`src/rtl/rrtt_pkg.sv`:
```
// rrtt_pkg: shared widths, command codes and controller states for the
// round-robin task table. No dependencies.
`default_nettype none

package rrtt_pkg;

  localparam int NUM_SLOTS_DEF = 16;
  localparam int CMD_W         = 2;
  localparam int ENTRY_W       = 48;
  localparam int OUT_SLOT_W    = 4;

  typedef enum logic [CMD_W-1:0] {
    CMD_CLEAR  = 2'd0,
    CMD_CREATE = 2'd1,
    CMD_SCHED  = 2'd2,
    CMD_START  = 2'd3
  } cmd_t;

  typedef enum logic [2:0] {
    ST_IDLE,
    ST_SCAN,
    ST_WALK,
    ST_READ,
    ST_OUT
  } state_t;

endpackage

`default_nettype wire

```
`src/rtl/rrtt_if.sv`:
```
// rrtt_if: valid/ready channel interfaces for command beats and result beats.
// Depends on rrtt_pkg for field widths.
`default_nettype none

interface rrtt_in_if import rrtt_pkg::*; ();
  logic               valid;
  logic               ready;
  logic [CMD_W-1:0]   command;
  logic [ENTRY_W-1:0] entry_address;

  modport source (output valid, command, entry_address, input ready);
  modport sink (input valid, command, entry_address, output ready);
endinterface

interface rrtt_out_if import rrtt_pkg::*; ();
  logic                  valid;
  logic                  ready;
  logic [OUT_SLOT_W-1:0] slot;
  logic [OUT_SLOT_W-1:0] previous_slot;
  logic                  success;
  logic [ENTRY_W-1:0]    task_entry;

  modport source (output valid, slot, previous_slot, success, task_entry, input ready);
  modport sink (input valid, slot, previous_slot, success, task_entry, output ready);
endinterface

`default_nettype wire

```
`src/rtl/round_robin_task_table_unit.sv`:
```
// round_robin_task_table_unit: top level of the round-robin task table.
// Depends on rrtt_pkg, rrtt_if and rrtt_entry_ram.
//
//   channel   dir  beat contents
//   in_item   in   command, entry_address
//   out_item  out  slot, previous_slot, success, task_entry
//
// clear: result goes straight to the output register; create: one ready
// bit tested per cycle; schedule: one slot stepped per cycle, then the
// entry ram read; start: the entry ram read only.
// reset is synchronous; ready bits gate the entry ram, so no clearing pass.
// one command in flight; a new beat is taken while a result waits in the
// output register, and a stalled output holds the controller in its last state.
`default_nettype none

module round_robin_task_table_unit import rrtt_pkg::*; #(
  parameter int NUM_SLOTS = NUM_SLOTS_DEF
) (
  input  wire logic   clk,
  input  wire logic   rst_n,
  rrtt_in_if.sink     in_item,
  rrtt_out_if.source  out_item
);

  localparam int SW = $clog2(NUM_SLOTS);
  localparam int CW = $clog2(NUM_SLOTS + 1);

  state_t               state_r, state_nxt;
  logic [NUM_SLOTS-1:0] ready_r, ready_nxt;
  logic [CW-1:0]        count_r, count_nxt;
  logic [SW-1:0]        cur_r, cur_nxt;
  logic                 out_valid_r;

  logic [ENTRY_W-1:0]   addr_r;
  logic [SW-1:0]        prev_r;
  logic [SW-1:0]        scan_idx_r;
  logic [SW-1:0]        walk_r;
  logic [SW-1:0]        step_r;
  logic [SW-1:0]        res_slot_r;
  logic                 res_ok_r;
  logic [ENTRY_W-1:0]   res_entry_r;
  logic                 from_mem_r;

  logic [OUT_SLOT_W-1:0] out_slot_r;
  logic [OUT_SLOT_W-1:0] out_prev_r;
  logic                  out_success_r;
  logic [ENTRY_W-1:0]    out_entry_r;

  cmd_t                 cmd;
  logic                 accept;
  logic                 in_ready;
  logic                 scan_hit;
  logic                 scan_last;
  logic                 walk_done;
  logic [SW-1:0]        walk_nxt;
  logic                 out_load;
  logic [ENTRY_W-1:0]   rdata;
  logic [SW+OUT_SLOT_W-1:0] slot_ext;
  logic [SW+OUT_SLOT_W-1:0] prev_ext;

  assign cmd       = cmd_t'(in_item.command);
  assign accept    = in_item.valid && in_ready;
  assign scan_last = (scan_idx_r == SW'(NUM_SLOTS - 1));
  assign walk_nxt  = ((CW'(walk_r) + CW'(1)) == count_r) ? '0 : walk_r + SW'(1);
  assign walk_done = ready_r[walk_nxt] || ((CW'(step_r) + CW'(1)) == count_r);
  assign slot_ext  = {{OUT_SLOT_W{1'b0}}, res_slot_r};
  assign prev_ext  = {{OUT_SLOT_W{1'b0}}, prev_r};

  rrtt_entry_ram #(
    .DEPTH (NUM_SLOTS),
    .AW    (SW),
    .DW    (ENTRY_W)
  ) u_entry_ram (
    .clk   (clk),
    .we    (scan_hit),
    .waddr (scan_idx_r),
    .wdata (addr_r),
    .raddr (res_slot_r),
    .rdata (rdata)
  );

  // next state
  always_comb begin
    state_nxt = state_r;
    case (state_r)
      ST_IDLE: begin
        if (in_item.valid) begin
          case (cmd)
            CMD_CLEAR:  state_nxt = ST_OUT;
            CMD_CREATE: state_nxt = ST_SCAN;
            CMD_SCHED:  state_nxt = (count_r == '0) ? ST_READ : ST_WALK;
            CMD_START:  state_nxt = ST_READ;
            default:    state_nxt = ST_IDLE;
          endcase
        end
      end
      ST_SCAN: begin
        if (!ready_r[scan_idx_r] || scan_last) begin
          state_nxt = ST_OUT;
        end
      end
      ST_WALK: begin
        if (walk_done) begin
          state_nxt = ST_READ;
        end
      end
      ST_READ: state_nxt = ST_OUT;
      ST_OUT: begin
        if (!out_valid_r || out_item.ready) begin
          state_nxt = ST_IDLE;
        end
      end
      default: state_nxt = ST_IDLE;
    endcase
  end

  // controller outputs
  always_comb begin
    in_ready = 1'b0;
    scan_hit = 1'b0;
    out_load = 1'b0;
    case (state_r)
      ST_IDLE: in_ready = 1'b1;
      ST_SCAN: scan_hit = !ready_r[scan_idx_r];
      ST_OUT:  out_load = !out_valid_r || out_item.ready;
      default: ;
    endcase
  end

  // table state updates
  always_comb begin
    ready_nxt = ready_r;
    count_nxt = count_r;
    cur_nxt   = cur_r;
    if (accept && cmd == CMD_CLEAR) begin
      ready_nxt = '0;
    end
    if (accept && cmd == CMD_START) begin
      cur_nxt = '0;
    end
    if (scan_hit) begin
      ready_nxt[scan_idx_r] = 1'b1;
      if (count_r != CW'(NUM_SLOTS)) begin
        count_nxt = count_r + CW'(1);
      end
    end
    if (state_r == ST_WALK && walk_done) begin
      cur_nxt = walk_nxt;
    end
  end

  always_ff @(posedge clk) begin
    if (!rst_n) begin
      state_r     <= ST_IDLE;
      ready_r     <= '0;
      count_r     <= '0;
      cur_r       <= '0;
      out_valid_r <= 1'b0;
    end else begin
      state_r <= state_nxt;
      ready_r <= ready_nxt;
      count_r <= count_nxt;
      cur_r   <= cur_nxt;
      if (out_load) begin
        out_valid_r <= 1'b1;
      end else if (out_item.ready) begin
        out_valid_r <= 1'b0;
      end
    end
  end

  always_ff @(posedge clk) begin
    if (accept) begin
      addr_r <= in_item.entry_address;
      prev_r <= cur_r;
      case (cmd)
        CMD_CLEAR: begin
          res_slot_r  <= cur_r;
          res_ok_r    <= 1'b1;
          res_entry_r <= '0;
          from_mem_r  <= 1'b0;
        end
        CMD_CREATE: begin
          scan_idx_r <= '0;
        end
        CMD_SCHED: begin
          walk_r     <= cur_r;
          step_r     <= '0;
          res_slot_r <= cur_r;
          res_ok_r   <= 1'b0;
          from_mem_r <= 1'b1;
        end
        CMD_START: begin
          res_slot_r <= '0;
          res_ok_r   <= 1'b1;
          from_mem_r <= 1'b1;
        end
        default: ;
      endcase
    end
    if (state_r == ST_SCAN) begin
      if (scan_hit) begin
        res_slot_r  <= scan_idx_r;
        res_ok_r    <= 1'b1;
        res_entry_r <= addr_r;
        from_mem_r  <= 1'b0;
      end else if (scan_last) begin
        res_slot_r  <= '0;
        res_ok_r    <= 1'b0;
        res_entry_r <= '0;
        from_mem_r  <= 1'b0;
      end else begin
        scan_idx_r <= scan_idx_r + SW'(1);
      end
    end
    if (state_r == ST_WALK) begin
      if (walk_done) begin
        res_slot_r <= walk_nxt;
        res_ok_r   <= (walk_nxt != cur_r);
      end else begin
        walk_r <= walk_nxt;
        step_r <= step_r + SW'(1);
      end
    end
    if (out_load) begin
      out_slot_r    <= slot_ext[OUT_SLOT_W-1:0];
      out_prev_r    <= prev_ext[OUT_SLOT_W-1:0];
      out_success_r <= res_ok_r;
      if (from_mem_r) begin
        out_entry_r <= ready_r[res_slot_r] ? rdata : '0;
      end else begin
        out_entry_r <= res_entry_r;
      end
    end
  end

  assign in_item.ready          = in_ready;
  assign out_item.valid         = out_valid_r;
  assign out_item.slot          = out_slot_r;
  assign out_item.previous_slot = out_prev_r;
  assign out_item.success       = out_success_r;
  assign out_item.task_entry    = out_entry_r;

  // current slot stays inside the active range
  a_cur_in_range: assert property (@(posedge clk) disable iff (!rst_n)
    (count_r == '0) ? (cur_r == '0) : (CW'(cur_r) < count_r))
    else $error("current slot outside active range");

  // active count never falls and never passes the table size
  a_count_mono: assert property (@(posedge clk) disable iff (!rst_n)
    $past(rst_n) |-> (count_r >= $past(count_r)) && (count_r <= CW'(NUM_SLOTS)))
    else $error("active count went backwards or overflowed");

  // a schedule walk only runs with tasks counted
  a_walk_count: assert property (@(posedge clk) disable iff (!rst_n)
    (state_r == ST_WALK) |-> (count_r != '0))
    else $error("walk with zero active count");

  // a claimed slot is ready on the following cycle
  a_claim_sets_ready: assert property (@(posedge clk) disable iff (!rst_n)
    scan_hit |=> ready_r[$past(scan_idx_r)])
    else $error("claimed slot not marked ready");

  // no new beat is taken while a command is in flight
  a_one_in_flight: assert property (@(posedge clk) disable iff (!rst_n)
    accept |=> !in_ready)
    else $error("beat accepted while busy");

endmodule

`default_nettype wire

```
`src/rtl/rrtt_entry_ram.sv`:
```
// rrtt_entry_ram: single-write, single-read synchronous memory holding the
// task entry addresses, read data registered. No dependencies.
`default_nettype none

module rrtt_entry_ram #(
  parameter int DEPTH = 16,
  parameter int AW    = 4,
  parameter int DW    = 48
) (
  input  wire logic          clk,
  input  wire logic          we,
  input  wire logic [AW-1:0] waddr,
  input  wire logic [DW-1:0] wdata,
  input  wire logic [AW-1:0] raddr,
  output logic      [DW-1:0] rdata
);

  logic [DW-1:0] mem [DEPTH];

  always_ff @(posedge clk) begin
    if (we) begin
      mem[waddr] <= wdata;
    end
  end

  always_ff @(posedge clk) begin
    rdata <= mem[raddr];
  end

endmodule

`default_nettype wire
```
`src/flat_wrapper.sv`:
```
// flat-port wrapper written by rule: the top's interface ports become plain ports
module round_robin_task_table_unit_flat import rrtt_pkg::*;
#(
  parameter int NUM_SLOTS = NUM_SLOTS_DEF
)
  (clk, rst_n, in_item_valid, in_item_command, in_item_entry_address, in_item_ready, out_item_valid, out_item_slot, out_item_previous_slot, out_item_success, out_item_task_entry, out_item_ready);
  rrtt_in_if in_item_i ();
  rrtt_out_if out_item_i ();
  input  wire logic clk;
  input  wire logic rst_n;
  input wire logic [$bits(in_item_i.valid)-1:0] in_item_valid;
  input wire logic [$bits(in_item_i.command)-1:0] in_item_command;
  input wire logic [$bits(in_item_i.entry_address)-1:0] in_item_entry_address;
  output wire logic [$bits(in_item_i.ready)-1:0] in_item_ready;
  output wire logic [$bits(out_item_i.valid)-1:0] out_item_valid;
  output wire logic [$bits(out_item_i.slot)-1:0] out_item_slot;
  output wire logic [$bits(out_item_i.previous_slot)-1:0] out_item_previous_slot;
  output wire logic [$bits(out_item_i.success)-1:0] out_item_success;
  output wire logic [$bits(out_item_i.task_entry)-1:0] out_item_task_entry;
  input wire logic [$bits(out_item_i.ready)-1:0] out_item_ready;
  assign in_item_i.valid = in_item_valid;
  assign in_item_i.command = in_item_command;
  assign in_item_i.entry_address = in_item_entry_address;
  assign in_item_ready = in_item_i.ready;
  assign out_item_valid = out_item_i.valid;
  assign out_item_slot = out_item_i.slot;
  assign out_item_previous_slot = out_item_i.previous_slot;
  assign out_item_success = out_item_i.success;
  assign out_item_task_entry = out_item_i.task_entry;
  assign out_item_i.ready = out_item_ready;
  round_robin_task_table_unit #(.NUM_SLOTS(NUM_SLOTS)) u_core (.clk(clk), .rst_n(rst_n), .in_item(in_item_i), .out_item(out_item_i));
endmodule
```
`config.mk`:
```
export PLATFORM = sky130hd
export DESIGN_NAME = round_robin_task_table_unit_flat
export DESIGN_NICKNAME = d
export VERILOG_FILES = /design/src/rtl/rrtt_pkg.sv /design/src/rtl/rrtt_if.sv /design/src/rtl/round_robin_task_table_unit.sv /design/src/rtl/rrtt_entry_ram.sv /design/src/flat_wrapper.sv
export SDC_FILE = /design/constraint.sdc
export NUM_CORES = 1
export LEC_CHECK = 0
export BUFFER_PORTS_ARGS = -buffer_cell sky130_fd_sc_hd__buf_4
export CAP_MARGIN = 5
export CORE_ASPECT_RATIO = 0.7
export CORE_MARGIN = 4
export CORE_UTILIZATION = 50
export DETAILED_ROUTE_END_ITERATION = 6
export HOLD_SLACK_MARGIN = 0.06
export PLACE_DENSITY = 0.69
export SLEW_MARGIN = 20
export SYNTH_ARGS = -nofsm -noshare
export SYNTH_HDL_FRONTEND = slang
export SYNTH_SLANG_ARGS = --single-unit
export TNS_END_PERCENT = 50
```
`constraint.sdc`:
```
create_clock -name clk -period 5.5 [get_ports clk]
set_input_delay 0.275 -clock clk [delete_from_list [all_inputs] [get_ports clk]]
set_output_delay 0.275 -clock clk [all_outputs]
set_load 0.05 [all_outputs]
```
**After elaboration in Yosys (flattened, before gate mapping)**

Memory sizes are Yosys's and may differ from the RTL's. A register that Yosys moved wholly into a read port is not among the register bits.
Cells that the tools add are included.

- Add/subtract/negate cells: 6
- $mul: 0
- Div/mod/pow operators: 0
- $lt $le $gt $ge: 4
- Equal/unequal tests: 16
- Shift-type cells: 0
- Muxes and demuxes: 66
- Bitwise logic cells: 1
- Reductions and logical operators: 20

Operators by type and width:

| cell | number |
|---|---|
| $mux 48 | 7 |
| $mux 4 | 22 |
| $mux 16 | 2 |
| $mux 1 | 22 |
| $or 16x16->16 | 1 |
| $lt 4x5->1 const B | 3 |
| $pmux 3 s5 | 1 |
| $add 4x1->4 const B | 3 |
| $bmux 1 s4 | 3 |
| $mux 3 | 4 |
| $pmux 3 s4 | 1 |
| $add 4x1->5 const B | 2 |
| $eq 5x5->1 | 2 |
| $pmux 4 s2 | 1 |
| $eq 3x2->1 const B | 2 |
| $ne 2x1->1 const B | 3 |
| $reduce_or 2->1 | 3 |
| $add 5x1->5 const B | 1 |
| $logic_and 1x1->1 | 5 |
| $logic_not 5->1 | 1 |
| $ne 5x5->1 const B | 1 |
| $demux 1 s4 | 1 |
| $eq 2x2->1 const B | 2 |
| $eq 4x4->1 const B | 1 |
| 14 further kinds | 19 |

- Flip-flop bits (word level): 204
- Latch bits: 0
- Memory bits (writable): 768
- Memory bits (read-only): 0
- Input port bits: 54
- Output and inout port bits: 59
- Word-level logic and storage cells: 132
- Memories kept: 1

Memory list:

| name | depth | bits a word | read ports | clocked after memory_dff | wr ports | line | source |
|---|---|---|---|---|---|---|---|
| u_core.u_entry_ram.mem | 16 | 48 | 1 | 1 | 1 | rrtt_entry_ram.sv:18 | `logic [DW-1:0] mem [DEPTH];` |

**Logic depth before layout (Yosys ltp)**

Gate-level depths: netlist of the first run.

- Word-level depth: 9
- Depth in mapped cells: 11
- Gate-level depth less buffers: 9

**Cells and area by module**

From an unflattened synthesis of the first run, not the netlist that was laid out.

- Cells, all modules: 1962
- Area total of the unflattened synthesis: 38278.0 sq um

By module, submodules not included:

| module | times used | cells each | area an instance (sq um) | sequential area each (sq um) |
|---|---|---|---|---|
| rrtt_entry_ram | 1 | 1242 | 29691.0 | 24023.0 |
| round_robin_task_table_unit | 1 | 720 | 8587.0 | 5175.0 |

**Worst setup path before layout of the first run**

Ideal clock, no wire load.

- Kind: register to register
- From: register u_core.scan_idx_r[0]
- To: memory u_core.u_entry_ram.mem[0][0], enable pin
- Setup time: 515 ps
- Arrival time: 5312 ps
- Required time: 4985 ps
- Setup slack: -327 ps
- Cell stages (with the launch flop): 8
- Buffers on the path: 2
- Clock period less this slack: 5827 ps
- Path through: dfxtp_1 > buf_2 > mux4_2 > mux4_2 > nor2_1 > buf_2 > nand2_1 > nor3_1

- Longest elaborated chain between the ends: 6

RTL lines:

| element | line | source |
|---|---|---|
| from (decl) | round_robin_task_table_unit.sv:36 | `logic [SW-1:0] scan_idx_r;` |
| from (signal assigned) | round_robin_task_table_unit.sv:213 | `scan_idx_r <= scan_idx_r + SW'(1);` |
| $bmux 1 s4 | round_robin_task_table_unit.sv:124 | `ST_SCAN: scan_hit = !ready_r[scan_idx_r];` |
| $mux 1 (not written as such) | round_robin_task_table_unit.sv:124 |  |
| $logic_not 1->1 | round_robin_task_table_unit.sv:124 |  |
| $mux 1 | round_robin_task_table_unit.sv:122 | `case (state_r)` |
| $mux 1 | rrtt_entry_ram.sv:21 | `if (we) begin` |
| $mux 1 (not written as such) | rrtt_entry_ram.sv:22 | `mem[waddr] <= wdata;` |
| to (decl) | rrtt_entry_ram.sv:18 |  |

Parallel ways exist; a longest one is shown, timed or not. The select of a mux whose other input is x is not followed.

**Final worst setup path of the first run**

- From: register u_core.scan_idx_r[0]
- To: memory u_core.u_entry_ram.mem[12][47], enable pin

Same word-level chain as after synthesis.

==> impl_metrics.toml, run 1 <==
[place]
pre_cts_slack_ns = 1.33
port_buffers = 112
hpwl_um = 42400
gp_congestion = 0.790

[timing]
setup_viol = 0
hold_viol_final = 0
setup_slack_ns = 1.31
whs_ns = 0.143
slew_headroom_pct = 30.2
rsz0062_at_grt = "false"
setup_tns_ns = 0
finClkSkew_ns = 0.0222
max_freq_mhz = 239
final-max-slew-violation-count = 0
min_period_ns = 4.19
min_period_over_period_pct = 76.1
tightest_slew_ns = 1.04

[global_route]
grt_overflow_total = 0
grt_pass1_vias = 18700
antenna_found_initial = 0
grt_util_all_layers_pct = 20.2
grt_pass1_wl_um = 120000
grt_max_degree = 150

[clock_network]
cts_tree = "built"
cts_resized = 0
cts-root-buf = "clkbuf_16"
cts_sinks = 1020
clk_latency_ns = 0.66
cts_max_level = 3
cts_made_buffers = 93
cts_buffer_depth = 3
clk_pin_slew_ns = 0.07

[detailed_routing]
post_drt_wl_per_cell_um = 25.9
maxUsedRoutingLayer = "met4"
drt_iter0_markers = 1841
wl_met1_um = 34900
wl_met3_um = 5060
vias = 18300
routed_wl_um = 80400
routed_via_density = 5.91
routed-wl-met2_um = 39100
drc = 0
ant_nets = 0
first_pass_iters = 5

[worst_setup_path]
endpoint_kind = "flip-flop"
crit_chain = "mux4_2 -> mux4_2 -> nor2_4 -> buf_4 -> nand2_1 -> nor2_4 -> buf_12"
setup.worst_path.start_class = "flip-flop"
crit_required_ns = 5.82
reg2reg_from = "u_core.scan_idx_r[0]"
r2r_cells = 7
critPathArrivalTime_ns = 4.51
cp_slowest_stage_delay_ns = 0.81
r2r_end = "u_core.u_entry_ram.mem[12][47]"
critPathSlowestCell = "nor2_4"
rrSetupSlack_ns = 1.31
path_class = "reg2reg"
path_max_fanout = 30

[synthesis]
syn_inst = 1847
synth_enable_flop_cells = 877
synth_area_mm2 = 0.0381
syn-num-nets = 1914
netlist-cell-type-count = 55
ys.flop_type = "edfxtp_1"
synth_seq_cells = 1020
async_reset_ff_share_pct = 0
yosysWarnings = 0
avgSynthCellArea_um2 = 20.6
yosysSeqAreaShare_pct = 76.7

[pwr]
seqPwrFrac_pct = 49.1
power_leakage_nw = 14.2
p_sw_share_pct = 28.0
switching_power_w = 0.00610
p_per_area_mw_per_mm2 = 493
peakVddDrop_v = 0.000297
p_int_w = 0.0157
p_comb_share_pct = 18.5
clkPwrFrac_pct = 32.4

[finish]
synthToLayoutAreaGrowth_pct = 16.1
nNetsFinal = 2102
drive_gt1_share_pct = 27.6
antenna_cells = 0

[floorplanning]
die_x_um = 338
dieArea_mm2 = 0.0807
coreArea_mm2 = 0.0753
start_util_pct = 50.6
die_height_um = 239
core.rowCount = 84
io_pins = 113

[hold_path]
worstHoldEndpoint = "u_core.state_r[0]"
hp-start = "in_item_command[1]"
holdPathStages = 5
hold_path_class = "in2reg"

[run_status]
status = "complete, no violations"

[run]
maxCapViolCount = 0
-- placed cells by master, fill, tap and decap left out, drive strengths merged, types with 2 or more instances in the layout --
cell type    instances
a211oi               7
a21oi               29
a22o                48
a31o                 4
a31oi                5
and2                 3
and3                 2
buf                146
bufinv              17
clkbuf             124
clkinv              19
clkinvlp             4
dfxtp              143
dlygate4sd3         50
edfxtp             877
ha                  13
inv                 68
mux2                 2
mux2i               23
mux4               249
nand2               76
nand2b               7
nand3               20
nand4                4
nor2                50
nor2b                3
nor3                12
nor3b                4
o211ai               2
o21a                 2
o21ai               12
o22ai               48
o311a                2
o31ai                5
or3                  2
xnor2               11
xor2                 8
-- Yosys cell counts, types with 11 or more instances --
| cell type | n | area [um2] |
|---|---|---|
| o21ai_0 | 11 | 55.1 |
| nor2_1 | 49 | 184 |
| nand3_1 | 20 | 100 |
| mux2i_1 | 23 | 230 |
| a22o_1 | 48 | 420 |
| nand2_1 | 76 | 285 |
| xnor2_1 | 11 | 96.3 |
| a21oi_1 | 28 | 140 |
| nor3_1 | 12 | 60.1 |
| mux4_2 | 249 | 5610 |
| inv_1 | 58 | 218 |
| o22ai_1 | 48 | 300 |
| clkbuf_1 | 71 | 267 |
| buf_1 | 22 | 82.6 |
| ha_1 | 13 | 163 |
| edfxtp_1 | 877 | 26300 |
| dfxtp_1 | 143 | 2860 |
-- final cells by class --
type / instances / area [um2]
inverters: 58 / 218
repair buffers: 196 / 1720
clock buffers: 124 / 2640
multi-input cells: 666 / 8420
fillers: 5335 / 31100
well taps: 989 / 1240
flip-flops and latches: 1020 / 29200
clock inverters: 50 / 758
-- what timing repair did --
action,in CTS,in global routing
endpoints found under the hold margin,56,0
hold buffers,50,0
buffers inserted,0,0
-- worst max path at each step --
stage / start / endpoint / slack (ns)
3_3_place_gp: u_core.scan_idx_r[0] / u_core.u_entry_ram.mem[8][5] / 1.48
4_1_cts: u_core.scan_idx_r[0] / u_core.u_entry_ram.mem[12][31] / 1.33
2_1_floorplan: u_core.scan_idx_r[0] / u_core.u_entry_ram.mem[3][0] / -0.31
3_5_place_dp: u_core.scan_idx_r[0] / u_core.u_entry_ram.mem[12][45] / 1.33
5_1_grt: u_core.scan_idx_r[0] / u_core.u_entry_ram.mem[12][2] / 1.15
6_report: u_core.scan_idx_r[0] / u_core.u_entry_ram.mem[12][47] / 1.31
-- power groups by stage --
stage | Combinational (W) | Clock (W) | Sequential [W]
after CTS | 0.00406 | 0.00719 | 0.0107
after global routing | 0.00433 | 0.00755 | 0.0108
after detailed placement | 0.00401 | 0 | 0.0109
final | 0.00404 | 0.00705 | 0.0107
after global placement | 0.00394 | 0 | 0.0108
after floorplan | 0.00269 | 0 | 0.0107
-- layer usage --
metal,vias up,track usage (%)
met1,9655,29.5
met5,-,0
met3,104,3.98
met2,642,32.3
li1,7924,-
met4,0,4.68
-- worst max-delay path, delay by kind of cell, from the launching register on --
kind,cells,cell delay [ns]
buffers and inverters,2,0.75
and+or+nand+nor,3,1.27
muxes,2,1.15
DFF,1,0.64
-- cell families after synthesis --
logic type | share of synthesized area [%]
AND/OR/NAND/NOR | 2.20
buffers and inverters | 1.64
AO/OA/AOI/OAI | 3.22
flip-flops | 76.7
multiplexers | 15.4
XOR/XNOR | 0.437
adder cells (fa/ha/maj) | 0.427
-- through the flow --
step	area [um2]	cells	util, %	power [W]
final	44200	3103	58.7	0.0218
after global routing	44200	3103	58.7	0.0227
after CTS	44200	3102	58.7	0.0220
after detailed placement	40300	2878	53.5	0.0149
after global placement	40300	2878	53.5	0.0147
after floorplan	38100	1847	-	0.0134
-- registers in the layout (all words and copies together) (netlist names) --
signal                         flops
u_core.res_slot_r                  4
u_core.out_item.valid              1
u_core.step_r                      4
u_core.out_item.success            1
u_core.out_item.slot               4
u_core.prev_r                      4
u_core.count_r                     5
u_core.from_mem_r                  1
u_core.ready_r                    16
u_core.res_entry_r                48
u_core.res_ok_r                    1
u_core.u_entry_ram.mem           768
u_core.state_r                     3
u_core.out_item.previous_slot      4
u_core.cur_r                       4
u_core.walk_r                      4
u_core.scan_idx_r                  4
u_core.addr_r                     48
u_core.u_entry_ram.rdata          48
u_core.out_item.task_entry        48
Power figures use the tool's default switching activity.
==> inputs of run 2 (changes only) <==
--- a/config.mk
+++ b/config.mk
@@ -5,6 +5,7 @@
 export SDC_FILE = /design/constraint.sdc
 export NUM_CORES = 1
 export LEC_CHECK = 0
+export ABC_AREA = 1
 export BUFFER_PORTS_ARGS = -buffer_cell sky130_fd_sc_hd__buf_4
 export CAP_MARGIN = 5
 export CORE_ASPECT_RATIO = 0.7
@@ -12,7 +13,7 @@
 export CORE_UTILIZATION = 50
 export DETAILED_ROUTE_END_ITERATION = 6
 export HOLD_SLACK_MARGIN = 0.06
-export PLACE_DENSITY = 0.69
+export PLACE_DENSITY = 0.66
 export SLEW_MARGIN = 20
 export SYNTH_ARGS = -nofsm -noshare
 export SYNTH_HDL_FRONTEND = slang
==> constraint.sdc (replaced) <==
create_clock -name clk -period 4.3 [get_ports clk]
set_input_delay 0.215 -clock clk [delete_from_list [all_inputs] [get_ports clk]]
set_output_delay 0.215 -clock clk [all_outputs]
set_load 0.05 [all_outputs]
==> impl_metrics.toml, run 2 <==
[detailed_routing]
vias = 23900
post_drt_wl_per_cell_um = 21.5
routed_wl_um = 91100
ant_nets = 0
first_pass_iters = 5
drc = 0
routed_via_density = 5.64
drt_iter0_markers = 2287

[floorplanning]
coreArea_mm2 = 0.0789
io_pins = 113
dieArea_mm2 = 0.0844
core.rowCount = 86
start_util_pct = 50.5
die_x_um = 345
die_height_um = 244

[synthesis]
synth_enable_flop_cells = 877
synth_top_area_share_pct = 66.1
avgSynthCellArea_um2 = 13.4
yosys-top-cells-area = "edfxtp_1 (66%), dfxtp_1 (7.2%), o21ai_0 (4.9%)"
async_reset_ff_share_pct = 0
syn_inst = 2967
yosysSeqAreaShare_pct = 73.3
syn-num-nets = 3034
synthTopCellsByCount = "edfxtp_1 (877), o21ai_0 (394), inv_1 (306)"
yosysTopAreaCell = "edfxtp_1"
yosysWarnings = 0
synth_area_mm2 = 0.0399
netlist-cell-type-count = 42
synth_seq_cells = 1020
synth_most_common_cell = "edfxtp_1"
ys.flop_type = "edfxtp_1"

[timing]
setup_viol = 0
min_period_over_period_pct = 84.3
finClkSkew_ns = 0.0182
hold_viol_final = 0
slew_headroom_pct = 25.8
whs_ns = 0.161
min_period_ns = 3.62
max_freq_mhz = 276
final-max-slew-violation-count = 0
tightest_slew_ns = 1.11
setup_slack_ns = 0.677
rsz0062_at_grt = "false"

[worst_setup_path]
critPathArrivalTime_ns = 3.97
endpoint_kind = "flip-flop"
path_max_fanout = 21
setup.worst_path.start_class = "flip-flop"
path_class = "reg2reg"
crit_required_ns = 4.64

[finish]
regArea_mm2 = 0.0292
nNetsFinal = 3163
final_cell_mix = "edfxtp_1 (877), o21ai_0 (394), inv_1 (304), a21oi_1 (232), nand2_1 (196)"
top_register = "u_core.u_entry_ram.mem"
largest_register_ffs = 768
multiInputGateArea_mm2 = 0.00890
mostFrequentLayoutCell = "edfxtp_1"
synthToLayoutAreaGrowth_pct = 15.1
nFillCells = 6190
final_area_mm2 = 0.0459
drive_gt1_share_pct = 11.7
antenna_cells = 0

[place]
pre_cts_slack_ns = 0.693
port_buffers = 112
hpwl_um = 49100
placed_area_mm2 = 0.0420
gp_congestion = 0.847

[global_route]
grt_pass1_wl_um = 139000
grt_util_all_layers_pct = 21.2
grt_pass1_vias = 23300
grt_overflow_total = 0
grt_max_degree = 208
antenna_found_initial = 0

[clock_network]
cts_resized = 0
cts-root-buf = "clkbuf_16"
cts_buffer_depth = 3
cts_max_level = 3
clk_latency_ns = 0.65
cts_sinks = 1020
cts_tree = "built"
post_cts.repair.setup_buffers = 0
clk_pin_slew_ns = 0.06
cts_made_buffers = 95

[run_status]
status = "complete, no violations"

[pwr]
p_per_area_mw_per_mm2 = 687
finalPower_w = 0.0315
power_leakage_nw = 16.1
peakVddDrop_v = 0.000495

[run]
maxCapViolCount = 0

[hold_path]
hold_path_class = "in2reg"
run 2: changes by cell type after synthesis, moves of 9 or more:
cell / change
nand2_1: +122
a21oi_1: +204
mux2i_1: +170
clkbuf_1: +59
buf_1: -9
o211ai_1: +193
nand3_1: +106
mux4_2: -249
a22o_1: -48
o22ai_1: -44
o21ai_0: +383
inv_1: +248
buf_2: +22
run 2: path summary, 6_finish.rpt:
check                  startpoint                                to  slack [ns]  cells after the start
max          u_core.scan_idx_r[0]     u_core.u_entry_ram.mem[5][35]        0.68                     11
min            in_item_command[0]                 u_core.from_mem_r        0.16                      4
max reg2reg  u_core.scan_idx_r[0]     u_core.u_entry_ram.mem[5][35]        0.68                     11
min reg2reg      u_core.prev_r[1]  u_core.out_item.previous_slot[1]        0.43                      0
run 2: metrics by stage:
step | setup TNS (ns) | instances | utilization (%)
2_1_floorplan | -110.01 | 2967 | -
3_3_place_gp | 0 | 4003 | 53.2
3_5_place_dp | 0 | 4003 | 53.2
4_1_cts | 0 | 4235 | 58.2
5_1_grt | 0 | 4235 | 58.2
6_report | 0 | 4235 | 58.2
run 2: metal layers:
metal / GRT usage [%] / vias to the layer above / share of wire [%]
met5: 0 / - / 0
met4: 6.02 / 0 / 2.3
met3: 3.43 / 144 / 6.4
met2: 33.8 / 797 / 46
met1: 30.5 / 11800 / 45
li1: - / 11100 / -
run 2: cell families after synthesis:
kind of cell               share of synthesized area, %
adders and majority gates                         0.408
AOI/OAI and AO/OA                                  11.9
xor gates and xnor gates                          0.198
DFF                                                73.3
buffers and inverters                              4.73
muxes                                              4.85
and+or+nand+nor                                    4.66
run 2: worst max-delay path, stage by stage, from the launching register on:
cell     delay, ns
dfxtp_1       0.68
inv_2         0.23
nor2_1        0.13
o21ai_0       0.12
nand2_1       0.09
nand2_1       0.05
nor2_1        0.23
nand2_4       0.18
inv_4         0.29
nand2_1       0.30
nor2_4        0.73
buf_12        0.26
run 2: cell type report:
class | instances | share of cell area (%)
Inverter | 312 | 2.59
Clock inverter | 51 | 1.34
Clock buffer | 129 | 6.05
Multi-Input combinational cell | 1459 | 19.4
Sequential cell | 1020 | 63.7
Tap cell | 1056 | 2.88
Timing Repair Buffer | 208 | 4.04
run 2: power by group:
group | internal [W] | total, W | switching, W
combinational | 0.00279 | 0.00891 | 0.00612
sequential | 0.0125 | 0.0136 | 0.00118
clock | 0.00533 | 0.00896 | 0.00363
run 2: timing repair:
action	4_1_cts	5_1_grt
setup endpoints to repair	0	0
hold buffers	52	0
hold endpoints to repair	57	0
